<file path="config.mk">
export PLATFORM = sky130hd
export DESIGN_NAME = kms_ctrl
export DESIGN_NICKNAME = d
export VERILOG_FILES = /design/src/hdl/kms_pkg.sv /design/src/hdl/kms_ctrl.sv
export SDC_FILE = /design/constraint.sdc
export NUM_CORES = 1
export LEC_CHECK = 0
export BUFFER_PORTS_ARGS = -buffer_cell sky130_fd_sc_hd__buf_4
export CORE_AREA = 2 2 43 45
export DETAILED_ROUTE_END_ITERATION = 16
export DIE_AREA = 0 0 45 47
export PLACE_DENSITY = 0.78
export SLEW_MARGIN = 25
export SYNTH_ARGS = -nofsm -noshare
export SYNTH_HDL_FRONTEND = slang
export SYNTH_SLANG_ARGS = --single-unit
</file>
<file path="constraint.sdc">
create_clock -name i_clk -period 1.81 [get_ports i_clk]
set_input_delay 0.181 -clock i_clk [delete_from_list [all_inputs] [get_ports i_clk]]
set_output_delay 0.181 -clock i_clk [all_outputs]
set_load 0.02 [all_outputs]
</file>
<file path="src/hdl/kms_pkg.sv">
// ============================================================================
// kms_pkg
// Shared types and constants of the k-mer MinHash sketch.
// ============================================================================
package kms_pkg;

    localparam int LOG_DEPTH    = 12;
    localparam int MAX_FP_WIDTH = 16;
    localparam int DEPTH        = 1 << LOG_DEPTH;
    localparam int FPW          = MAX_FP_WIDTH;
    localparam int EMW          = LOG_DEPTH + 1;

    localparam logic [63:0] MIX_FWD = 64'hD6E8FEB86659FD93;
    localparam logic [63:0] MIX_INV = 64'hCFEE444D8B59A89B;

    localparam logic [1:0] CMD_BASE   = 2'd0;
    localparam logic [1:0] CMD_READ   = 2'd1;
    localparam logic [1:0] CMD_CLEAR  = 2'd2;
    localparam logic [1:0] CMD_UNUSED = 2'd3;

    localparam logic [1:0] REG_KMER_LEN    = 2'd0;
    localparam logic [1:0] REG_LOG_BUCKETS = 2'd1;
    localparam logic [1:0] REG_FP_BITS     = 2'd2;
    localparam logic [1:0] REG_LZ_BITS     = 2'd3;

    // Operations issued by the controller to the datapath.
    typedef enum logic [3:0] {
        OP_IDLE  = 4'd0,
        OP_LOAD  = 4'd1,
        OP_MUL   = 4'd2,
        OP_XOR   = 4'd3,
        OP_FIN   = 4'd4,
        OP_RMW_R = 4'd5,
        OP_RMW_W = 4'd6,
        OP_READ  = 4'd7,
        OP_CLR   = 4'd8,
        OP_OUT   = 4'd9
    } t_op;

    typedef struct packed {
        t_op        op;
        logic [1:0] part;     // partial product index, 0..2
        logic       sel_inv;  // 1: bucket hash, 0: fingerprint hash
    } t_cmd;

    typedef struct packed {
        logic hash_ok;   // the k-mer is complete, a hash is needed
        logic clr_done;  // the clearing sweep reached its last entry
    } t_stat;

endpackage

</file>
<file path="src/hdl/kms_ctrl.sv">
// ============================================================================
// kms_ctrl
// Sequencer that steps the datapath through hashing, update, read and clear.
// ============================================================================
module kms_ctrl
    import kms_pkg::*;
(
    input  logic       i_clk,
    input  logic       i_rst_n,
    input  logic       i_in_fire,
    input  logic [1:0] i_in_cmd,
    input  t_stat      i_stat,
    output logic       o_busy,
    output logic       o_out_load,
    input  logic       i_out_free,
    output t_cmd       o_cmd
);

    typedef enum logic [7:0] {
        S_IDLE = 8'b00000001,
        S_MUL  = 8'b00000010,
        S_XOR  = 8'b00000100,
        S_UPD  = 8'b00001000,
        S_WR   = 8'b00010000,
        S_RD   = 8'b00100000,
        S_OUT  = 8'b01000000,
        S_CLR  = 8'b10000000
    } t_state;

    t_state     r_state, n_state;
    logic [1:0] r_part, n_part;
    logic       r_round, n_round;
    logic       r_hash, n_hash;

    always_comb begin
        n_state = r_state;
        n_part  = r_part;
        n_round = r_round;
        n_hash  = r_hash;
        o_cmd   = '{op: OP_IDLE, part: r_part, sel_inv: ~r_hash};
        o_out_load = 1'b0;
        case (r_state)
            S_IDLE: begin
                if (i_in_fire) begin
                    case (i_in_cmd)
                        CMD_BASE: begin
                            o_cmd.op = OP_LOAD;
                            if (i_stat.hash_ok) begin
                                n_state = S_MUL;
                                n_part  = 2'd0;
                                n_round = 1'b0;
                                n_hash  = 1'b0;
                            end
                        end
                        CMD_READ: begin
                            o_cmd.op = OP_READ;
                            n_state  = S_RD;
                        end
                        CMD_CLEAR: begin
                            o_cmd.op = OP_CLR;
                            n_state  = S_CLR;
                        end
                        default: ;
                    endcase
                end
            end
            S_MUL: begin
                o_cmd.op = OP_MUL;
                n_part = r_part + 2'd1;
                if (r_part == 2'd2) begin
                    n_part  = 2'd0;
                    n_state = S_XOR;
                end
            end
            S_XOR: begin
                o_cmd.op = r_round ? OP_FIN : OP_XOR;
                n_round  = ~r_round;
                n_state  = S_MUL;
                if (r_round) begin
                    n_hash = 1'b1;
                    if (r_hash) n_state = S_UPD;
                end
            end
            S_UPD: begin
                o_cmd.op = OP_RMW_R;
                n_state  = S_WR;
            end
            S_WR: begin
                o_cmd.op = OP_RMW_W;
                n_state  = S_IDLE;
            end
            S_RD: begin
                if (i_out_free) begin
                    o_cmd.op   = OP_OUT;
                    n_state    = S_OUT;
                end
            end
            S_OUT: begin
                o_out_load = 1'b1;
                n_state    = S_IDLE;
            end
            S_CLR: begin
                o_cmd.op = OP_CLR;
                if (i_stat.clr_done) n_state = S_IDLE;
            end
            default: n_state = S_IDLE;
        endcase
    end

    assign o_busy = (r_state != S_IDLE);

    always_ff @(posedge i_clk) begin
        if (!i_rst_n) begin
            r_state <= S_CLR;
            r_part  <= '0;
            r_round <= 1'b0;
            r_hash  <= 1'b0;
        end else begin
            r_state <= n_state;
            r_part  <= n_part;
            r_round <= n_round;
            r_hash  <= n_hash;
        end
    end

endmodule

</file>
==> results.md, run 1 <==
- Status: complete, but fails checks
- Failing checks: negative setup slack
- Slew @ Worst Pin: 348 ps
- Fin Hold WS: 149 ps
- Vias/cell: 5.66
- Half-perimeter wire length after placement: 1.49 mm
- FF/Latch Area: 255 sq um
- I/O pins: 17
- CTS Buf Count: 3
- Post-Syn Nets: 116
- Crit. Startpoint: r_state[2]
- Netlist cell types: 35
- CP Launch Type: flip-flop
- Initial core utilization: 0.493
- Peak fanout along the critical path: 4
- Critical Path End Type: primary output
- Multi-input gate area: 604 sq um
- R2R cell count: 7
- # Max-Cap Violations: 0
- Mapped Area: 815 sq um
- # setup viols final: 4
- Row count: 15
- P per Cell Area: 665 mW/mm^2
- # DRC: 0
- Clk pin slew, worst setup/hold paths: 90 ps
- Sw Ratio: 0.318
- Initial antenna violation count: 0
- Number of flops mapped to enable cells by yosys: 0
- P_sw: 0.246 mW
- Cts hold-fix bufs: 0
- Slew Limit Fails: 0
- Clock share of power: 0.285
- Ratio of cells with drive above 1 in the final layout: 0.391
- Sequential share of power: 0.387
- Hold depth: 3
- Worst Hold Class: in -> reg
- Vias in the first global route: 789
- Iteration-0 DRC count of the detailed router: 38
- P_int: 0.529 mW
- Die area: 0.00212 sq mm
- Root Driver: clkbuf_4
- Gr ovfl total: 0
- WL per Instance: 14.3 um
- Reg-to-reg setup timing slack: 130 ps
- Critical path class: reg -> out
- Worst R2R End: r_state[5]
- CTS tree: built
- Post-Route Skew: 5.13 ps
- Skew-Pair Late Insertion Delay: 280 ps
- Static Leak: 0.482 nW
- Tmin final: 1830 ps
- Worst path arrival time: 1650 ps
- Post-synth top flop: dfxtp_1
- Slew headroom: 0.767
- Synth Warn #: 0
- Fin. Hold Viols: 0
- I/O Buffers: 16
- Syn avg cell area: 7.91 sq um
- Fin crit share: 1.01
- Remaining antenna violation count: 0
- Core area: 0.00165 sq mm
- CP required: 1630 ps
- Fin nets: 147
- Asr flop ratio synth: 0
- Antenna cells: 0
- Setup WS post-layout: -21.2 ps
- Max clock buf depth: 2
- Power consumption: 0.775 mW
- Total Routed Length: 2.14 mm
- CP Buf/Inv Count: 1
- Register area share after synthesis: 0.295
- Die Ht: 47 um
- Seq cells post-synth: 12
- CP peak stage delay: 350 ps
- CTS H-Tree Depth: 1
- Commonest non-fill, non-tap cell in the layout: buf_4
- Final Instance Area: 0.00116 sq mm
- Largest net degree at the start of global routing: 9
- Fillers: 127
- Max stage delay cell, worst path: dfxtp_2
- Maximum VDD drop: 384 uV
- HP Start: i_rst_n
- P&R area growth vs syn: 43.0%
- R2R Path Start: r_state[2]
- First-pass GRT wire length: 3.44 mm
- Worst hold endpoint: r_state[0]
- Maximum clock rate: 0.546 GHz
- Vias: 849
- Router iterations before antenna repair: 4
- Logic pwr share: 0.328
- Die width: 45 um
- Sink Count: 12
- GP Congestion: 0.910
- Commonest non-fill, non-tap cells in the layout: 25 x buf_4, 10 x nor2_1, 9 x nand2_1, 7 x nand3_1
- Placed inst area: 997 sq um
- Total GRT Usage: 0.230
- Top cell family by delay on the critical path: simple AND/OR/NAND/NOR gates
- Cell-by-cell listing of the critical path: nor4_4 -> nor3b_4 -> nand3_2 -> o311ai_2 -> buf_4
- Synth Instances: 103
- Sum Neg Setup Slack: -53.9 ps
- RSZ-0062 raised after global routing: yes
Yosys cell counts (2+ instances only):
cell type	number	share of area
a21o_1	3	0.028
a31oi_1	2	0.015
nor3_1	3	0.018
or3_1	2	0.015
nor3b_1	2	0.018
nand2b_1	5	0.038
nor2b_1	4	0.031
nand3_1	8	0.049
nor2_1	10	0.046
dfxtp_1	12	0.29
o211ai_1	3	0.028
inv_1	6	0.028
nand2_1	10	0.046
ha_1	5	0.077
a21oi_1	6	0.037
and2_1	2	0.015
o21ai_0	2	0.012
per-stage QoR:
step | instances | worst slack (ps) | utilization
finish | 150 | -21.2 | 0.705
global route | 150 | -123 | 0.705
CTS | 149 | -40.6 | 0.691
detailed placement | 140 | -43.2 | 0.604
global placement | 140 | 97.6 | 0.604
floorplan | 103 | 151 | -
per-layer routing:
metal  vias to the layer above  track usage  wire (um)
li1                        432            -          -
met1                       379        0.270        934
met2                        36        0.391       1070
met3                         2       0.0346        104
met4                         0        0.153         30
met5                         -            0          0
flip-flops by register name (all words and copies together) (netlist names):
name and flops:
r_hash 1, r_part 2, r_state 8, r_round 1
worst max path at each step:
stage	end	slack, ps	cells past startpoint
finish	o_cmd[3]	-20	5
global route	o_cmd[3]	-120	5
CTS	o_cmd[3]	-40	5
detailed placement	r_state[7]	-40	7
global placement	r_state[7]	100	7
floorplan	o_cmd[3]	150	5
cell type report:
cell class	count	area share
tap	17	0.0183
sequential	12	0.219
timing repair buffer	28	0.190
multi-input combinational	82	0.519
inverter	7	0.0226
clock buffer	4	0.0311
timing repair:
action	4_1_cts	5_1_grt
pin swaps	8	6
setup buffers	5	1
gates resized for setup	17	7
setup endpoints to repair	5	6
worst reg2reg max path, delay by kind of cell, from the launching register on:
| family | cells | cell delay, ps |
|---|---|---|
| and+or+nand+nor | 3 | 790 |
| DFF | 1 | 350 |
| AOI/OAI and AO/OA | 2 | 200 |
| buffers and inverters | 2 | 240 |
power groups by stage:
| stage | sequential [mW] | combinational [mW] | clock (mW) |
|---|---|---|---|
| global placement | 0.297 | 0.187 | 0 |
| global route | 0.301 | 0.276 | 0.234 |
| CTS | 0.300 | 0.235 | 0.223 |
| floorplan | 0.295 | 0.121 | 0 |
| detailed placement | 0.297 | 0.192 | 0 |
| finish | 0.300 | 0.254 | 0.221 |
kinds of logic (layout without fill, tap and decap cells):
family / after synthesis / after routing / share of synthesized area
AO/OA/AOI/OAI: 25 / 25 / 0.214
adder cells (fa/ha/maj): 5 / 5 / 0.0768
buffers and inverters: 9 / 39 / 0.0461
flip-flops: 12 / 12 / 0.295
AND/OR/NAND/NOR: 52 / 52 / 0.369
(Power assumes the default switching activity.)
==> run 2: changes to the inputs <==
RECOVER_POWER = 25   (was default)
==> results.md, run 2 (same netlist as run 1, synthesis figures left out) <==
- Maximum clock rate: 0.547 GHz
- Failing checks: negative setup slack
- Die area: 0.00212 sq mm
- Dpl cells: 140
- Router iterations before antenna repair: 4
- Largest net degree at the start of global routing: 9
- Fin nets: 147
- CTS H-Tree Depth: 1
- GP Congestion: 0.910
- Post-Route Skew: 5.07 ps
- Tmin final: 1830 ps
- Cell-by-cell listing of the critical path: nor4_4 -> nor3b_4 -> nand3_2 -> o311ai_2 -> buf_4
- Multi-input gate area: 604 sq um
- I/O Buffers: 16
- Cts hold-fix bufs: 0
- First-pass GRT wire length: 3.44 mm
- # DRC: 0
- Top cell family by delay on the critical path: simple AND/OR/NAND/NOR gates
- Max stage delay cell, worst path: dfxtp_2
- Slew @ Worst Pin: 349 ps
- Ratio of cells with drive above 1 in the final layout: 0.368
- Max clock buf depth: 2
- CP required: 1630 ps
- Total GRT Usage: 0.230
- P&R area growth vs syn: 41.6%
- Half-perimeter wire length after placement: 1.49 mm
- CTS tree: built
- WL per Instance: 14.2 um
- Fillers: 128
- Fin. Hold Viols: 0
- CP Buf/Inv Count: 1
- Commonest non-fill, non-tap cell in the layout: buf_4
- Commonest non-fill, non-tap cells in the layout: 22 x buf_4, 10 x nor2_1, 9 x nand2_1, 7 x nand3_1
- Static Leak: 0.470 nW
- CP Launch Type: flip-flop
- Peak fanout along the critical path: 4
- Maximum VDD drop: 384 uV
- Antenna cells: 0
- RSZ-0062 raised after global routing: yes
- Die width: 45 um
- # setup viols final: 3
- Max FFs per register: 8
- Stages on worst setup path: 5
- Setup WS post-layout: -16.5 ps
- CP peak stage delay: 350 ps
- Iteration-0 DRC count of the detailed router: 33
- P per Cell Area: 671 mW/mm^2
- Power consumption: 0.774 mW
- FF/Latch Area: 255 sq um
- Clk pin slew, worst setup/hold paths: 90 ps
- Fin Hold WS: 149 ps
- Fin crit share: 1.01
- Critical Path End Type: primary output
- Die Ht: 47 um
- Vias in the first global route: 789
- Slew headroom: 0.766
- R2R cell count: 7
- Remaining antenna violation count: 0
- Total Routed Length: 2.13 mm
- Core area: 0.00165 sq mm
- CTS Buf Count: 3
- Largest Register: r_state
- Gr ovfl total: 0
- Slew Limit Fails: 0
- Layout Cells excl Fill: 150
- Vias/cell: 5.67
- Initial antenna violation count: 0
- Sum Neg Setup Slack: -26.0 ps
- Skew-Pair Late Insertion Delay: 280 ps
- Largest regs: r_state: 8 flops, r_part: 2 flops
- Worst Hold Class: in -> reg
- Hold depth: 3
- Row count: 15
- Root Driver: clkbuf_4
- Critical path class: reg -> out
- Vias: 851
- Worst path arrival time: 1650 ps
- # Max-Cap Violations: 0
- Initial core utilization: 0.493
- I/O pins: 17
- Status: complete, but fails checks
- Sink Count: 12
-- run 2: cell types whose count changed in the layout (fill, tap and decap cells not counted), sizes merged --
cell and change:
buf -3, clkbuf +3
-- run 2: path summary, 6_finish.rpt --
path | from | to | slack [ps]
max reg2reg | r_state[2] | r_state[5] | 140
max | r_state[2] | o_cmd[3] | -20
min | i_rst_n | r_state[0] | 150
min reg2reg | r_hash | r_state[3] | 490
-- run 2: report_power, final --
part           switching, mW  leakage [nW]  internal [mW]
Combinational          0.124         0.349          0.130
Clock                 0.0983        0.0210          0.122
Sequential            0.0234         0.100          0.277
Total                  0.246         0.470          0.529
-- run 2: area by class of cell --
cell class	instances	area share
clock buffers	4	0.0315
well taps	17	0.0184
flip-flops and latches	12	0.221
repair buffers	28	0.182
multi-input cells	82	0.524
inverters	7	0.0228
-- run 2: routing by layer --
metal	vias to the layer above	GRT usage	wire, um
met4	0	0.153	30
met5	-	0	0
li1	432	-	-
met3	2	0.0346	138
met1	378	0.270	893
met2	39	0.391	1070
-- run 2: worst register-to-register path, cell delays in order (launching register included) --
cell and delay (ps):
dfxtp_2 350, nor4_4 330, nor3b_4 300, buf_6 130, buf_4 110, a21o_1 150, a21oi_1 40, and2_1 150
-- run 2: what timing repair did --
item / CTS / global route
setup endpoints to repair: 5 / 6
pin swaps: 8 / 6
buffers inserted: 5 / 1
gates resized for setup: 17 / 7
-- run 2: per-stage QoR --
| stage | setup WS (ps) | instance area [sq um] | util |
|---|---|---|---|
| 2_1_floorplan | 151 | 822 | - |
| 3_3_place_gp | 97.6 | 997 | 0.604 |
| 3_5_place_dp | -43.2 | 997 | 0.604 |
| 4_1_cts | -40.6 | 1140 | 0.691 |
| 5_1_grt | -123 | 1150 | 0.698 |
| 6_report | -16.5 | 1150 | 0.698 |
==> run 3: changes to the inputs <==
ABC_AREA = 1   (was default)
CORE_AREA = 2 2 45 47   (was 2 2 43 45)
DIE_AREA = 0 0 47 49   (was 0 0 45 47)
PLACE_DENSITY = 0.79   (was 0.78)
==> results.md, run 3 <==
- GP Congestion: 0.874
- Critical Path End Type: primary output
- Remaining antenna violation count: 0
- Antenna cells: 0
- Most Used Layer, Global Route: met2
- Sink Count: 12
- R2R cell count: 8
- Post-synth top flop: dfxtp_1
- Worst Hold Class: in -> reg
- Max FFs per register: 8
- Sequential share of power: 0.268
- Worst hold endpoint: r_state[7]
- Largest Register: r_state
- Gr ovfl total: 0
- Hold depth: 2
- Slew headroom: 0.814
- Vias/cell: 4.92
- CTS tree: built
- WL per Instance: 11.4 um
- P_sw: 0.605 mW
- P&R area growth vs syn: 20.6%
- Row count: 16
- Fin Hold WS: 139 ps
- Initial antenna violation count: 0
- Asr flop ratio synth: 0
- Synth Warn #: 0
- Slew Limit Fails: 0
- I/O Buffers: 16
- R2R Path Start: r_state[7]
- Vias: 886
- Worst path arrival time: 1520 ps
- Maximum clock rate: 0.588 GHz
- Max clock buf depth: 2
- Router iterations before antenna repair: 4
- Commonest non-fill, non-tap cell in the layout: nand2_1
- Largest net degree at the start of global routing: 9
- Post-Route Skew: 4.01 ps
- Reg-to-reg setup timing slack: 520 ps
- P_int: 0.693 mW
- CP Launch Type: flip-flop
- Top cells by count, synth: 24 x nand2_1, 20 x inv_1, 20 x nor2_1, 12 x dfxtp_1, 8 x nand3_1
- Maximum VDD drop: 808 uV
- Half-perimeter wire length after placement: 1.74 mm
- Skew-Pair Late Insertion Delay: 280 ps
- CTS H-Tree Depth: 1
- Commonest non-fill, non-tap cells in the layout: 24 x nand2_1, 20 x inv_1, 18 x nor2_1, 14 x buf_4, 11 x dfxtp_1
- Netlist cell types: 27
- Syn avg cell area: 7.07 sq um
- Ratio of cells with drive above 1 in the final layout: 0.314
- HP Start: i_rst_n
- Critical path class: reg -> out
- Post-Syn Nets: 145
- Status: complete, no violations
- Total GRT Usage: 0.207
- Static Leak: 0.559 nW
- Vias in the first global route: 838
- GR Util met1: 0.253
- Final core utilization: 0.611
- Total Routed Length: 2.06 mm
- Iteration-0 DRC count of the detailed router: 21
- Yosys top cell by area: dfxtp_1
- Mapped Area: 933 sq um
- Most frequent cell after synthesis: nand2_1
- Logic pwr share: 0.564
- Slew @ Worst Pin: 279 ps
- Fin nets: 167
- Initial core utilization: 0.507
- P per Cell Area: 1150 mW/mm^2
- Synth top area share: 0.257
- I/O pins: 17
- Number of flops mapped to enable cells by yosys: 0
- # setup viols final: 0
- Fin crit share: 0.940
- Synth top area cells: dfxtp_1 26%, nand2_1 9.7%, inv_1 8.0%
- Met2 Usage GRT: 0.342
- Die Ht: 49 um
- Routing usage on met3: 0.0222
- Power consumption: 1.30 mW
- # DRC: 0
- Clock share of power: 0.168
- Largest regs: r_state: 8 flops, r_part: 2 flops
- Synth Instances: 132
- Sw Ratio: 0.466
- Sum Neg Setup Slack: 0 ps
- Seq cells post-synth: 12
- Worst R2R End: r_state[5]
- Tmin final: 1700 ps
- CP required: 1630 ps
- Peak fanout along the critical path: 7
- Core area: 0.00184 sq mm
- Fin. Hold Viols: 0
- Register area share after synthesis: 0.257
- Die width: 47 um
- Clk pin slew, worst setup/hold paths: 80 ps
- # Max-Cap Violations: 0
- Die area: 0.00230 sq mm
- First-pass GRT wire length: 3.45 mm
- CTS Buf Count: 3
- Root Driver: clkbuf_4
- RSZ-0062 raised after global routing: no
[run 3: cell count changes after synthesis, moves of 3 or more]
cell	change
a21o_1	-3
inv_1	+14
inv_2	+4
nand2_1	+14
nand2_2	+5
nand2b_1	-5
nand3_2	+3
nor2_1	+10
nor2_4	+3
nor2b_1	-4
o2111ai_1	+3
o211ai_1	-3
[run 3: cell type report]
class / instances / area, sq um
fill: 180 / 716
tap: 27 / 33.8
timing repair buffer: 17 / 116
multi-input combinational: 92 / 588
sequential: 12 / 241
inverter: 28 / 110
clock buffer: 4 / 36.3
[run 3: cells by family after synthesis]
kind of cell / after synthesis / share of synthesized area
simple gates: 76 / 0.467
fa+ha+maj: 5 / 0.0670
buf+inv: 28 / 0.118
flops: 12 / 0.257
compound gates: 11 / 0.0912
[run 3: worst max-delay path by stage]
stage,from,endpoint,slack (ps),depth (start not counted)
2_1_floorplan,r_state[4],o_cmd[3],470,5
3_3_place_gp,r_state[7],o_cmd[4],350,8
3_5_place_dp,r_state[7],o_cmd[5],330,8
4_1_cts,r_state[7],o_cmd[5],20,8
5_1_grt,r_state[0],o_cmd[4],10,9
6_report,r_state[7],o_cmd[4],110,6
[run 3: critical path, stage by stage (launching register included)]
cell	delay, ps
dfxtp_1	350
nor2_4	150
nand2_4	90
inv_4	90
nand3_4	120
o2111ai_1	240
buf_4	180
[run 3: power groups by stage]
stage / combinational, mW / sequential (mW) / clock (mW)
finish: 0.733 / 0.348 / 0.218
floorplan: 0.556 / 0.349 / 0
global route: 0.806 / 0.354 / 0.231
detailed placement: 0.719 / 0.351 / 0
global placement: 0.697 / 0.349 / 0
CTS: 0.722 / 0.344 / 0.219
[run 3: what timing repair did]
action                                  CTS  global route
endpoints found under the setup margin    0             3
setup buffers                             0             1
hold buffers                              0             0
resized for setup                         0             4
[run 3: through the flow]
| step | area (sq um) | std cells | setup slack (ps) |
|---|---|---|---|
| 3_5_place_dp | 1090 | 175 | 334 |
| 6_report | 1130 | 180 | 109 |
| 3_3_place_gp | 1090 | 175 | 346 |
| 4_1_cts | 1120 | 179 | 19.9 |
| 2_1_floorplan | 933 | 132 | 467 |
| 5_1_grt | 1130 | 180 | 10.3 |
[run 3: routing by layer]
layer	vias up	share of wire	wire (um)
met5	-	0	0
met4	0	0.026	53
met2	18	0.50	1030
met1	406	0.44	915
met3	5	0.030	62
li1	457	-	-
